--- config.mk ---
export PLATFORM = sky130hd
export DESIGN_NAME = three_term_recurrence_byte_checksum
export DESIGN_NICKNAME = d
export VERILOG_FILES = /design/src/rtl/core/ttrbc_pkg.sv /design/src/rtl/core/ttrbc_step.sv /design/src/rtl/core/three_term_recurrence_byte_checksum.sv
export SDC_FILE = /design/constraint.sdc
export NUM_CORES = 1
export LEC_CHECK = 0
export BUFFER_PORTS_ARGS = -buffer_cell sky130_fd_sc_hd__buf_2
export CAP_MARGIN = 25
export CORE_MARGIN = 10
export CORE_UTILIZATION = 60
export CTS_CLUSTER_SIZE = 20
export DETAILED_ROUTE_END_ITERATION = 10
export PLACE_DENSITY = 0.83
export SLEW_MARGIN = 20
export SYNTH_ARGS = -nofsm -noshare
export SYNTH_HDL_FRONTEND = slang
export SYNTH_HIERARCHICAL = 1
export SYNTH_SLANG_ARGS = --single-unit
--- constraint.sdc ---
create_clock -name clk -period 14.8 [get_ports clk]
set_clock_uncertainty 0.15 [all_clocks]
set_input_delay 2.96 -clock clk [delete_from_list [all_inputs] [get_ports clk]]
set_output_delay 2.96 -clock clk [all_outputs]
set_load 0.02 [all_outputs]
--- src/rtl/core/ttrbc_pkg.sv ---
// Shared types and constants for the three-term recurrence byte checksum.
// No dependencies; imported by ttrbc_step and the top level.
package ttrbc_pkg;

  localparam int unsigned TermW = 16;
  localparam int unsigned ByteW = 8;
  localparam int unsigned PosW  = 8;

  localparam logic [TermW-1:0] Modulus     = 16'hFFFF;
  localparam logic [TermW-1:0] FirstOffset = 16'd7;
  localparam logic [PosW-1:0]  AlphaMult   = 8'd17;
  localparam logic [PosW-1:0]  BetaMult    = 8'd31;

  // Added when the difference goes negative: 2^64 wraps to +1 mod 65535, and
  // 256 * 65535 lifts any negative difference back above zero.
  localparam logic [25:0] NegBias = 26'd16776961;

  typedef struct packed {
    logic [TermW-1:0] older;
    logic [TermW-1:0] newer;
    logic [PosW-1:0]  pos;
    logic             started;
  } ttrbc_state_t;

  localparam ttrbc_state_t IdleState = '{
    older:   16'd1,
    newer:   16'd0,
    pos:     8'd0,
    started: 1'b0
  };

endpackage

--- src/rtl/core/ttrbc_step.sv ---
// One recurrence step: next terms, position and checksum for one byte.
// Depends on ttrbc_pkg.
module ttrbc_step (
  input  ttrbc_pkg::ttrbc_state_t cur,
  input  logic [7:0]              data_byte,
  input  logic                    last,
  output ttrbc_pkg::ttrbc_state_t nxt,
  output logic [15:0]             checksum
);
  import ttrbc_pkg::*;

  logic [PosW-1:0]  alpha;
  logic [PosW-1:0]  beta;
  logic [8:0]       coef;
  logic [24:0]      prod_new;
  logic [23:0]      prod_old;
  logic             neg;
  logic [25:0]      diff;
  logic [16:0]      fold;
  logic [TermW-1:0] term;
  logic [TermW-1:0] first_term;

  always_comb begin
    alpha    = PosW'(cur.pos * AlphaMult);
    beta     = PosW'(cur.pos * BetaMult);
    coef     = {1'b0, data_byte} + {1'b0, alpha};
    prod_new = 25'(coef) * 25'(cur.newer);
    prod_old = 24'(beta) * 24'(cur.older);
    neg      = prod_new < 25'(prod_old);
    diff     = 26'(prod_new) - 26'(prod_old) + (neg ? NegBias : 26'd0);
    // 2^16 = 1 mod 65535: fold the high bits onto the low half
    fold     = 17'(diff[15:0]) + 17'(diff[25:16]);
    term     = (fold >= 17'(Modulus)) ? TermW'(fold - 17'(Modulus)) : fold[15:0];
    first_term = TermW'(data_byte) + FirstOffset;
  end

  always_comb begin
    if (last) begin
      nxt = IdleState;
    end else if (!cur.started) begin
      nxt = '{older: 16'd1, newer: first_term, pos: 8'd1, started: 1'b1};
    end else begin
      nxt = '{older: cur.newer, newer: term, pos: cur.pos + 8'd1, started: 1'b1};
    end
    checksum = cur.started ? term : first_term;
  end

endmodule

--- src/rtl/core/three_term_recurrence_byte_checksum.sv ---
// Three-term recurrence byte checksum: top level with input and result registers.
// Depends on ttrbc_pkg and ttrbc_step.
//
// A message enters one byte per beat on the in_ channel, with in_last on its
// final byte. The block takes one byte every cycle while no result waits
// untaken, and one checksum beat leaves on the out_ channel for each
// message: its last byte passes the input register and then the result
// register. The recurrence sets the rate: each byte's step (a 9 x 16
// multiply, an 8 x 16 multiply, a subtract and a fold modulo 65535) is
// combinational between the input register and the state and result
// registers, and the next byte needs the terms that step leaves. A
// one-byte message yields byte + 7 without reduction; longer ones yield a
// value in 0..65534. A message without a last byte keeps updating the terms
// and yields nothing. After the result the terms return to their idle values.
module three_term_recurrence_byte_checksum (
  input  logic        clk,
  input  logic        rst_n,
  input  logic        in_valid,
  output logic        in_ready,
  input  logic [7:0]  in_data_byte,
  input  logic        in_last,
  output logic        out_valid,
  input  logic        out_ready,
  output logic [15:0] out_checksum
);
  import ttrbc_pkg::*;

  // input register
  logic             s1_valid_r, s1_valid_nxt;
  logic [ByteW-1:0] s1_byte_r;
  logic             s1_last_r;

  // recurrence state
  ttrbc_state_t     state_r, state_nxt;

  // result register
  logic             out_valid_r, out_valid_nxt;
  logic [TermW-1:0] out_checksum_r;

  logic             advance;
  logic             in_beat;
  ttrbc_state_t     step_state;
  logic [TermW-1:0] step_checksum;

  ttrbc_step u_step (
    .cur       (state_r),
    .data_byte (s1_byte_r),
    .last      (s1_last_r),
    .nxt       (step_state),
    .checksum  (step_checksum)
  );

  always_comb begin
    // advance the held byte when the result register is free or being emptied
    advance   = s1_valid_r && (!out_valid_r || out_ready);
    in_ready  = !s1_valid_r || advance;
    in_beat   = in_valid && in_ready;

    s1_valid_nxt = in_beat || (s1_valid_r && !advance);
    state_nxt    = advance ? step_state : state_r;

    if (advance) begin
      out_valid_nxt = s1_last_r;
    end else if (out_ready) begin
      out_valid_nxt = 1'b0;
    end else begin
      out_valid_nxt = out_valid_r;
    end
  end

  always_ff @(posedge clk) begin
    if (!rst_n) begin
      s1_valid_r  <= 1'b0;
      out_valid_r <= 1'b0;
      state_r     <= IdleState;
    end else begin
      s1_valid_r  <= s1_valid_nxt;
      out_valid_r <= out_valid_nxt;
      state_r     <= state_nxt;
    end
  end

  // payload: load the byte on a beat and the checksum on a last byte's step, hold otherwise
  always_ff @(posedge clk) begin
    if (in_beat) begin
      s1_byte_r <= in_data_byte;
      s1_last_r <= in_last;
    end
    if (advance && s1_last_r) begin
      out_checksum_r <= step_checksum;
    end
  end

  assign out_valid    = out_valid_r;
  assign out_checksum = out_checksum_r;

endmodule

After elaboration in Yosys (flattened, before gate mapping)
Cells that the tools add are included.

Add/subtract/negate cells: 7. $lt $le $gt $ge: 2. Multipliers: 4. Reduce and logical (&&, ||, !) cells: 11. Muxes and demuxes: 7.

Operators with widths (count): $mux W41 (2); $mux W16 (2); $add A26 B26 Y26 (1); $sub A25 B24 Y26 (1); $lt A25 B24 Y1 (1); $mul A9 B16 Y25 (1); $mul A8 B16 Y24 (1); $mux W24 (1); $add A16 B10 Y17 (1); $ge A17 B16 Y1 const B (1); $mul A8 B5 Y8 const B (2); $sub A16 B16 Y16 const B (1); $add A8 B3 Y9 const B (1); $add A8 B8 Y9 (1); $add A8 B1 Y8 const B (1); $logic_and A1 B1 Y1 (4); $logic_not A1 Y1 (3); $logic_or A1 B1 Y1 (3); $mux W1 (2); $reduce_bool A2 Y1 (1).

Output and inout bits: 18. Bits in registers: 68. Word-level logic and storage cells: 40. Bits of input ports: 13.

Depth between registers and ports, before layout
Gate-level depths: netlist of the first run.

Depth in word-level cells: 11. Mapped depth: 63. Mapped depth without buffers: 59.

By module
The synthesis of the first run kept the hierarchy.

By module, submodules not included: ttrbc_step (seq. area each 0.0 sq um, cells an instance 1606, times used 1, area each 13170.1 sq um); three_term_recurrence_byte_checksum (seq. area each 1611.5 sq um, cells an instance 216, times used 1, area each 2498.6 sq um).

Worst setup path before layout of the first run
No wires, ideal clock.

Kind: flip-flop to flip-flop. Start: register state_r[2] (netlist bit). End: register state_r[12] (netlist bit). Setup slack: 0.361 ns. Setup time: 0.072 ns. Buffers on the path: 4. Clock period less this slack: 14.439 ns. Data arrival time: 14.217 ns. Required time: 14.578 ns. Stages on the path, launching flop included: 59. Cells stage by stage: dfxtp_1 > inv_1 > fa_1 > inv_1 > fa_1 > inv_1 > fa_1 > inv_1 > ha_1 > inv_1 > o21bai_1 > a21oi_1 > xnor2_1 > clkbuf_1 > nand2_1 > fa_1 > fa_1 > fa_1 > [... 23 more ...] > a221oi_1 > o31ai_1 > a21o_1 > a21oi_1 > xnor2_1 > ha_1 > inv_2 > or3_1 > o21ai_0 > nor3_1 > or3_1 > o32ai_4 > nand4_2 > buf_6 > or3_4 > a311oi_1 > nand2_1 > mux2i_1.

RTL lines: from (decl) (RTL line three_term_recurrence_byte_checksum.sv:34) `ttrbc_state_t state_r, state_nxt;`; from (signal assigned) (RTL line three_term_recurrence_byte_checksum.sv:75) `state_r <= IdleState;`; from (signal assigned) (RTL line three_term_recurrence_byte_checksum.sv:79) `state_r <= state_nxt;`.

==> flow_summary.ini, run 1 <==
[clock_network]
clk_path_buf_depth = 2
cts_made_buffers = 9
cts.sinks = 68
clk_latency_ns = 0.34
path_clk_slew_ns = 0.07
htreeDepth = 3
cts_root_buffer = clkbuf_16
tritoncts = yes

[yosys]
avgSynthCellArea_um2 = 8.60
synth-edff-count = 25
yosys.area_share.simple_pct = 19.1
synthCells = 1822
synth_xor_area_share_pct = 6.46
synth_compound_area_share_pct = 11.6
synthFlopType = dfxtp_1
synth_seq_cells = 68
yosys-mux-area-fraction_pct = 3.01
synth_adder_area_share_pct = 40.9
syn_nets = 2225
synth_area_um2 = 15700
async_flop_share_pct = 0
yosysUniqueCellTypes = 81
yosysWarnings = 6
synth.yosys.seq_area_share_pct = 10.3
synth_top_family_by_area = adder cells

[drt]
drt_wl_total_um = 40600
drc = 0
dr.pass1.iters = 6
final_antenna_net_count = 0
vias = 12913
wl_per_cell_um = 18.5
via_per_inst = 5.88
first_iter_violations = 1003

[worst_setup_path]
worstSetupEndpoint = state_r[12]
worstPathRequired_ns = 14.92
startpoint_type = flop
worstPathMaxFanout = 8
cp-end-kind = flop
reg2reg_to = state_r[12]
reg2reg_from = state_r[3]
crit_top_cell = inv_1
rrSetupSlack_ns = 0.41
worst-setup-path-type = flop to flop
slowest_delay_ns = 0.56
cp-startpoint = state_r[3]
cp.arrival_ns = 14.50
cp_slowest_cell = fa_1
r2r_cells = 59

[cells_and_area]
seq_area_um2 = 1620
num_antenna_cells = 0
nFillCells = 2078
syn_to_final_growth_pct = 7.87
layout-drive-gt1-share_pct = 8.82
multiInputGateArea_um2 = 12900
finalNonFillerCells = 2195
nets = 2258

[global_route]
gr-total-overflow = 0
first_global_vias = 13248
grt_pass1_wl_um = 66000
use_met1_pct = 30.5
grt.met3_usage_pct = 3.24
antenna_found_initial = 2
grt_use_met2_pct = 42.4
grt_most_used_layer = met2
grt.total_usage_pct = 24.2
grt_start_max_net_pins = 84

[timing]
hold_violations = 0
fmax_ghz = 0.0695
whs_ns = 0.404
max-slew-margin-rel_pct = 39.5
layout_worst_path_cycle_share_pct = 97.2
period_needed_ns = 14.39
maxSlewViolCount = 0
setup_viol = 0
worstMarginPinSlew_ns = 0.907

[floorplan]
core-area_um2 = 25900
die-area_um2 = 33000
die_h_um = 182
start_util_pct = 60.5
fp.dieW_um = 182
fp-row-count = 59
pin_count = 31

[run_status]
status = finished clean

[flow_run]
drv_cap = 0

[worst_hold_path]
min_path_type = flop to flop

[place]
gp_congestion = 0.966
dp_cells = 2164
numPortBuffers = 30
hpwl_um = 32500
## Yosys cell counts (3+ instances only)
cell       number  share of area [%]
dfxtp_1        43                5.5
o211ai_1       12               0.57
a21oi_1        69                2.2
and3_1         13               0.52
buf_6           6               0.43
or3_1          10               0.40
a31o_2          4               0.22
nand4_1         8               0.32
and2_1        145                5.8
nand3_1        22               0.70
buf_2           4               0.13
inv_2           3              0.072
o21ai_1         8               0.26
xor2_1         34                1.9
ha_1          186                 15
a211oi_1       10               0.48
or2_2           4               0.16
nand2_1       249                6.0
nor2_1         66                1.6
a21o_1         37                1.8
o31ai_1         5               0.24
fa_1          204                 26
a2111oi_0       4               0.22
a31oi_1         9               0.36
edfxtp_1       25                4.8
xnor2_1        79                4.4
o21ai_0        35                1.1
a211o_1         4               0.22
o211a_1         3               0.19
nor2b_1        22               0.88
nor3_1         15               0.48
clkbuf_1       40               0.96
inv_1         283                6.8
o2111ai_1       7               0.39
o21a_1         12               0.57
o21bai_1       16               0.77
mux2i_1        46                2.9
a311oi_1        4               0.22
buf_1           9               0.22
or4_1           4               0.19
nand2b_1       17               0.68
## through the flow
step                      TNS [ns]  area [um2]  setup WS, ns  util (%)
after floorplan                  0       15700         0.361         -
after global placement           0       16200         0.457      62.7
final                            0       16900         0.414      65.2
after detailed placement         0       16200         0.151      62.7
after CTS                        0       16600        0.0577      63.9
after global routing         -2.43       16900        -0.232      65.2
## layout make-up
cell class                      instances  share of cell area (%)
Tap cell                              335                    2.48
Timing Repair Buffer                   82                    3.26
Multi-Input combinational cell       1408                    76.3
Inverter                              286                    6.38
Clock inverter                          5                   0.385
Sequential cell                        68                    9.58
Clock buffer                           11                    1.56
## worst min path at each step
stage,from,to,slack (ns),depth (start not counted)
final,state_r[7],state_r[7],0.40,2
after global routing,state_r[7],state_r[7],0.42,2
after CTS,state_r[7],state_r[7],0.40,2
after detailed placement,state_r[7],state_r[7],0.38,2
after global placement,state_r[8],state_r[8],0.36,2
after floorplan,state_r[0],state_r[0],0.28,2
## sequential cells by signal, summed over array words and instances (netlist names)
signal / cells
state_r: 41
out_checksum: 16
s1_valid_r: 1
out_valid: 1
s1_last_r: 1
s1_byte_r: 8
## critical path, delay by kind of cell (launching register included)
kind	cells	cell delay, ns
adder cells (fa/ha/maj)	13	5.74
AO/OA/AOI/OAI	20	4.64
AND/OR/NAND/NOR	10	1.74
buffers and inverters	12	1.00
XOR/XNOR	3	0.50
flip-flops	1	0.40
multiplexers	1	0.15
## kinds of logic after synthesis
| kind of cell | after synthesis |
|---|---|
| adders and majority gates | 390 |
| DFF | 68 |
| xor gates and xnor gates | 114 |
| buffers and inverters | 346 |
| muxes | 47 |
| and+or+nand+nor | 596 |
| AOI/OAI and AO/OA | 261 |
## layer usage
| layer | part of all wire [%] | up-vias |
|---|---|---|
| met5 | 0.066 | - |
| met4 | 2.2 | 4 |
| met3 | 6.3 | 86 |
| met2 | 50 | 461 |
| met1 | 41 | 6398 |
| li1 | - | 5964 |
## layout by cell type, fill, tap and decap left out, types with 11 or more instances in the layout
cell type | Yosys | layout
a21o_1 | 37 | 37
a21oi_1 | 69 | 63
and2_1 | 145 | 144
and3_1 | 13 | 13
buf_2 | 4 | 30
buf_4 | 1 | 49
dfxtp_1 | 43 | 41
edfxtp_1 | 25 | 25
fa_1 | 204 | 203
ha_1 | 186 | 182
inv_1 | 283 | 283
mux2i_1 | 46 | 46
nand2_1 | 249 | 249
nand2b_1 | 17 | 17
nand3_1 | 22 | 21
nor2_1 | 66 | 65
nor2b_1 | 22 | 22
nor3_1 | 15 | 15
o211ai_1 | 12 | 12
o21a_1 | 12 | 12
o21ai_0 | 35 | 32
o21ai_1 | 8 | 11
o21bai_1 | 16 | 16
xnor2_1 | 79 | 74
xor2_1 | 34 | 31
## timing repair
item                       4_1_cts  5_1_grt
setup buffers                    0       15
hold buffers                     0        0
gates resized for setup          0       53
setup endpoints to repair        0       32
Power of run 1 is not shown: default switching activity piles up to over one toggle a cycle in this logic, so the estimate is an artifact.
==> run 2, diff against run 1 <==
- ABC_AREA: unset -> 0
- PLACE_DENSITY: 0.83 -> 0.8
- clock period: 14.8 -> 18.1 ns (I/O delays scaled with it)
==> run 2 against run 1 <==
Register-to-register slack better by 0.84 ns. Core utilization down 2.2 points. Count of clock-buffer cells in the layout is 2 lower.
==> flow_summary.ini, run 2 (synthesized netlist as in run 1, its figures left out) <==
[global_route]
gr-total-overflow = 0
grt_pass1_wl_um = 64900
grt.total_usage_pct = 23.8
antenna_found_initial = 3
grt_start_max_net_pins = 84
first_global_vias = 12955

[floorplan]
fp.dieW_um = 182
core-area_um2 = 25900
die-area_um2 = 33000
fp-row-count = 59
die_h_um = 182
start_util_pct = 60.5
pin_count = 31

[worst_setup_path]
rrSetupSlack_ns = 1.26
worstPathRequired_ns = 18.22
cp_slowest_cell = a2111oi_1
worstPathMaxFanout = 20
cp.arrival_ns = 16.97
cp-end-kind = flop
worst-setup-path-type = flop to flop
crit_top_cell = fa_1
startpoint_type = flop
slowest_delay_ns = 0.69

[timing]
setup_viol = 0
fmax_ghz = 0.0594
maxSlewViolCount = 0
hold_violations = 0
worstMarginPinSlew_ns = 0.929
grt_setup_unrepaired = no
period_needed_ns = 16.84
max-slew-margin-rel_pct = 38.1
layout_worst_path_cycle_share_pct = 93.1
fin_tns_setup_ns = 0

[worst_hold_path]
min_path_type = flop to flop

[clock_network]
clk_latency_ns = 0.34
htreeDepth = 3
cts_made_buffers = 9
clk_path_buf_depth = 2
cts.sinks = 68
tritoncts = yes
cts_root_buffer = clkbuf_16
path_clk_slew_ns = 0.06

[run_status]
status = finished clean

[drt]
final_antenna_net_count = 0
drc = 0
wl_per_cell_um = 18.1
dr.pass1.iters = 5
drt_wl_total_um = 39000
vias = 12623
first_iter_violations = 884
via_per_inst = 5.85

[place]
dp_cells = 2140
hpwl_um = 31800
numPortBuffers = 30
gp_congestion = 0.958

[flow_run]
drv_cap = 0

[cells_and_area]
finalNonFillerCells = 2157
layout-drive-gt1-share_pct = 5.00
final_common_cell = inv_1
syn_to_final_growth_pct = 4.31
largest_register = state_r
nFillCells = 2161
final_util_pct = 63.1
layout_common_cells = inv_1, nand2_1, fa_1, ha_1, and2_1
nets = 2219
largest_reg_flops = 41
-- run 2: cell types whose count changed in the layout (fill, tap and decap cells not counted), sizes merged --
cell,change
buf,-39
bufinv,-1
clkbuf,-2
clkinvlp,+2
diode,+1
inv,+1
-- run 2: cell type report --
class | count | area [um2] | area share, %
well taps | 335 | 419 | 2.56
clock inverters | 7 | 51.3 | 0.314
repair buffers | 43 | 248 | 1.52
multi-input cells | 1408 | 12700 | 77.8
inverters | 286 | 1070 | 6.57
flip-flops and latches | 68 | 1610 | 9.87
diodes | 1 | 2.50 | 0.0153
clock buffers | 9 | 225 | 1.38
-- run 2: final timing paths --
check | start | endpoint | cells past startpoint
worst max-delay path | state_r[3] | state_r[16] | 52
worst min register to register | state_r[8] | state_r[8] | 2
worst max register to register | state_r[3] | state_r[16] | 52
worst min-delay path | state_r[8] | state_r[8] | 2
-- run 2: metal layers --
metal  up-vias  global-route usage, %  part of all wire [%]
li1       5894                      -                     -
met3        73                   3.76                   7.2
met5         -                      0                 0.069
met2       423                   40.7                    49
met4         4                   7.48                   2.6
met1      6229                   30.2                    41
-- run 2: critical path, delay by kind of cell (launching register included) --
kind	cells	cell delay, ns
AOI/OAI and AO/OA	15	4.66
xor gates and xnor gates	4	1.51
adders and majority gates	14	6.16
buffers and inverters	8	0.98
DFF	1	0.62
muxes	1	0.14
and+or+nand+nor	10	2.53
-- run 2: repair_timing --
item | CTS | global route
endpoints found under the setup margin | 0 | 1
hold buffers | 0 | 0
resized for setup | 0 | 1
setup buffers | 0 | 0
-- run 2: per-stage QoR --
stage               setup slack, ns  hold slack, ns  instance area [um2]
floorplan                      3.66           0.284                15700
global placement               1.36           0.366                16100
detailed placement             1.37           0.373                16100
CTS                            1.29           0.381                16300
global route                  0.234           0.393                16300
finish                         1.26           0.380                16300
Power of run 2 is left out for the same reason.
==> run 3, diff against run 2 <==
- MAX_ROUTING_LAYER: unset -> met4
==> run 3 against run 2 <==
Sequential share of layout area barely moved. Maximum frequency grew 0.29%. Register-to-register slack improved by 0.05 ns. Critical path depth rose by 1. Core utilization up 0.12 points.
==> flow_summary.ini, run 3 (synthesized netlist as in run 1, its figures left out) <==
[global_route]
first_global_vias = 13283
antenna_found_initial = 2
gr-total-overflow = 0
grt.total_usage_pct = 25.0
grt_pass1_wl_um = 66100
grt_start_max_net_pins = 84

[run_status]
status = finished clean

[clock_network]
cts_made_buffers = 9
tritoncts = yes
clk_path_buf_depth = 2
clk_latency_ns = 0.35
cts.sinks = 68
cts_setup_buffers = 0
cts_root_buffer = clkbuf_16
path_clk_slew_ns = 0.07
htreeDepth = 3

[drt]
first_iter_violations = 932
drt_wl_total_um = 39400
drc = 0
vias = 12521
wl_per_cell_um = 18.2
final_antenna_net_count = 0
via_per_inst = 5.80
dr.pass1.iters = 5

[cells_and_area]
nets = 2218
largest_reg_flops = 41
largest_register = state_r
syn_to_final_growth_pct = 4.51
seq_area_um2 = 1610
multiInputGateArea_um2 = 12700
layout_common_cells = inv_1, nand2_1, fa_1, ha_1, and2_1
layout-drive-gt1-share_pct = 5.05
nFillCells = 2189
final_common_cell = inv_1

[worst_setup_path]
slowest_delay_ns = 0.69
cp.arrival_ns = 16.92
worst-setup-path-type = flop to flop
cp-end-kind = flop
cp_slowest_cell = xnor2_2
startpoint_type = flop
worstPathMaxFanout = 20
crit_top_cell = fa_1
worstPathRequired_ns = 18.22

[floorplan]
start_util_pct = 60.5
fp.dieW_um = 182
core-area_um2 = 25900
pin_count = 31
die_h_um = 182
fp-row-count = 59
die-area_um2 = 33000

[worst_hold_path]
min_path_type = flop to flop

[timing]
maxSlewViolCount = 0
grt_setup_unrepaired = no
fin_tns_setup_ns = 0
worstMarginPinSlew_ns = 1.03
setup_viol = 0
fmax_ghz = 0.0595
worst_slack_ns = 1.31
layout_worst_path_cycle_share_pct = 92.8
period_needed_ns = 16.79
max-slew-margin-rel_pct = 31.5
hold_violations = 0

[place]
pre_cts_ws_ns = 1.37
numPortBuffers = 30
hpwl_um = 31900
gp_congestion = 0.936

[flow_run]
drv_cap = 0
[run 3: final timing paths]
| path | startpoint | to | slack (ns) | depth (start not counted) |
|---|---|---|---|---|
| worst max-delay path | state_r[3] | state_r[16] | 1.31 | 53 |
| worst min-delay path | state_r[8] | state_r[8] | 0.38 | 2 |
| worst max register to register | state_r[3] | state_r[16] | 1.31 | 53 |
| worst min register to register | state_r[8] | state_r[8] | 0.38 | 2 |
[run 3: area by class of cell]
class                           instances  area share [%]
Multi-Input combinational cell       1408            77.7
Sequential cell                        68            9.85
Inverter                              286            6.56
Tap cell                              335            2.56
Clock buffer                           10            1.53
Timing Repair Buffer                   42            1.47
Clock inverter                          6           0.275
Antenna cell                            3          0.0458
[run 3: worst max-delay path: cells and delay by family (launching register included)]
kind                     cells  cell delay [ns]
AO/OA/AOI/OAI               19             5.37
multiplexers                 1             0.14
flip-flops                   1             0.61
XOR/XNOR                     3             1.11
AND/OR/NAND/NOR             10             2.50
adder cells (fa/ha/maj)     13             5.93
buffers and inverters        7             0.91
[run 3: layer usage]
metal / up-vias / part of all wire (%) / global-route usage (%)
met5: - / 0 / -
met4: 0 / 1.8 / 5.89
met3: 53 / 6.1 / 3.80
met2: 360 / 50 / 42.1
met1: 6209 / 43 / 31.0
li1: 5899 / - / -
[run 3: what timing repair did]
action / 4_1_cts / 5_1_grt
hold buffers: 0 / 0
setup endpoints to repair: 0 / 1
gates resized for setup: 0 / 1
[run 3: through the flow]
stage	hold slack [ns]	instance area (um2)	util, %	instances
floorplan	0.284	15700	-	1822
CTS	0.381	16400	63.2	2155
detailed placement	0.372	16100	62.0	2139
finish	0.383	16400	63.2	2158
global route	0.405	16400	63.2	2156
global placement	0.365	16100	62.0	2139
Power of run 3 is left out for the same reason.
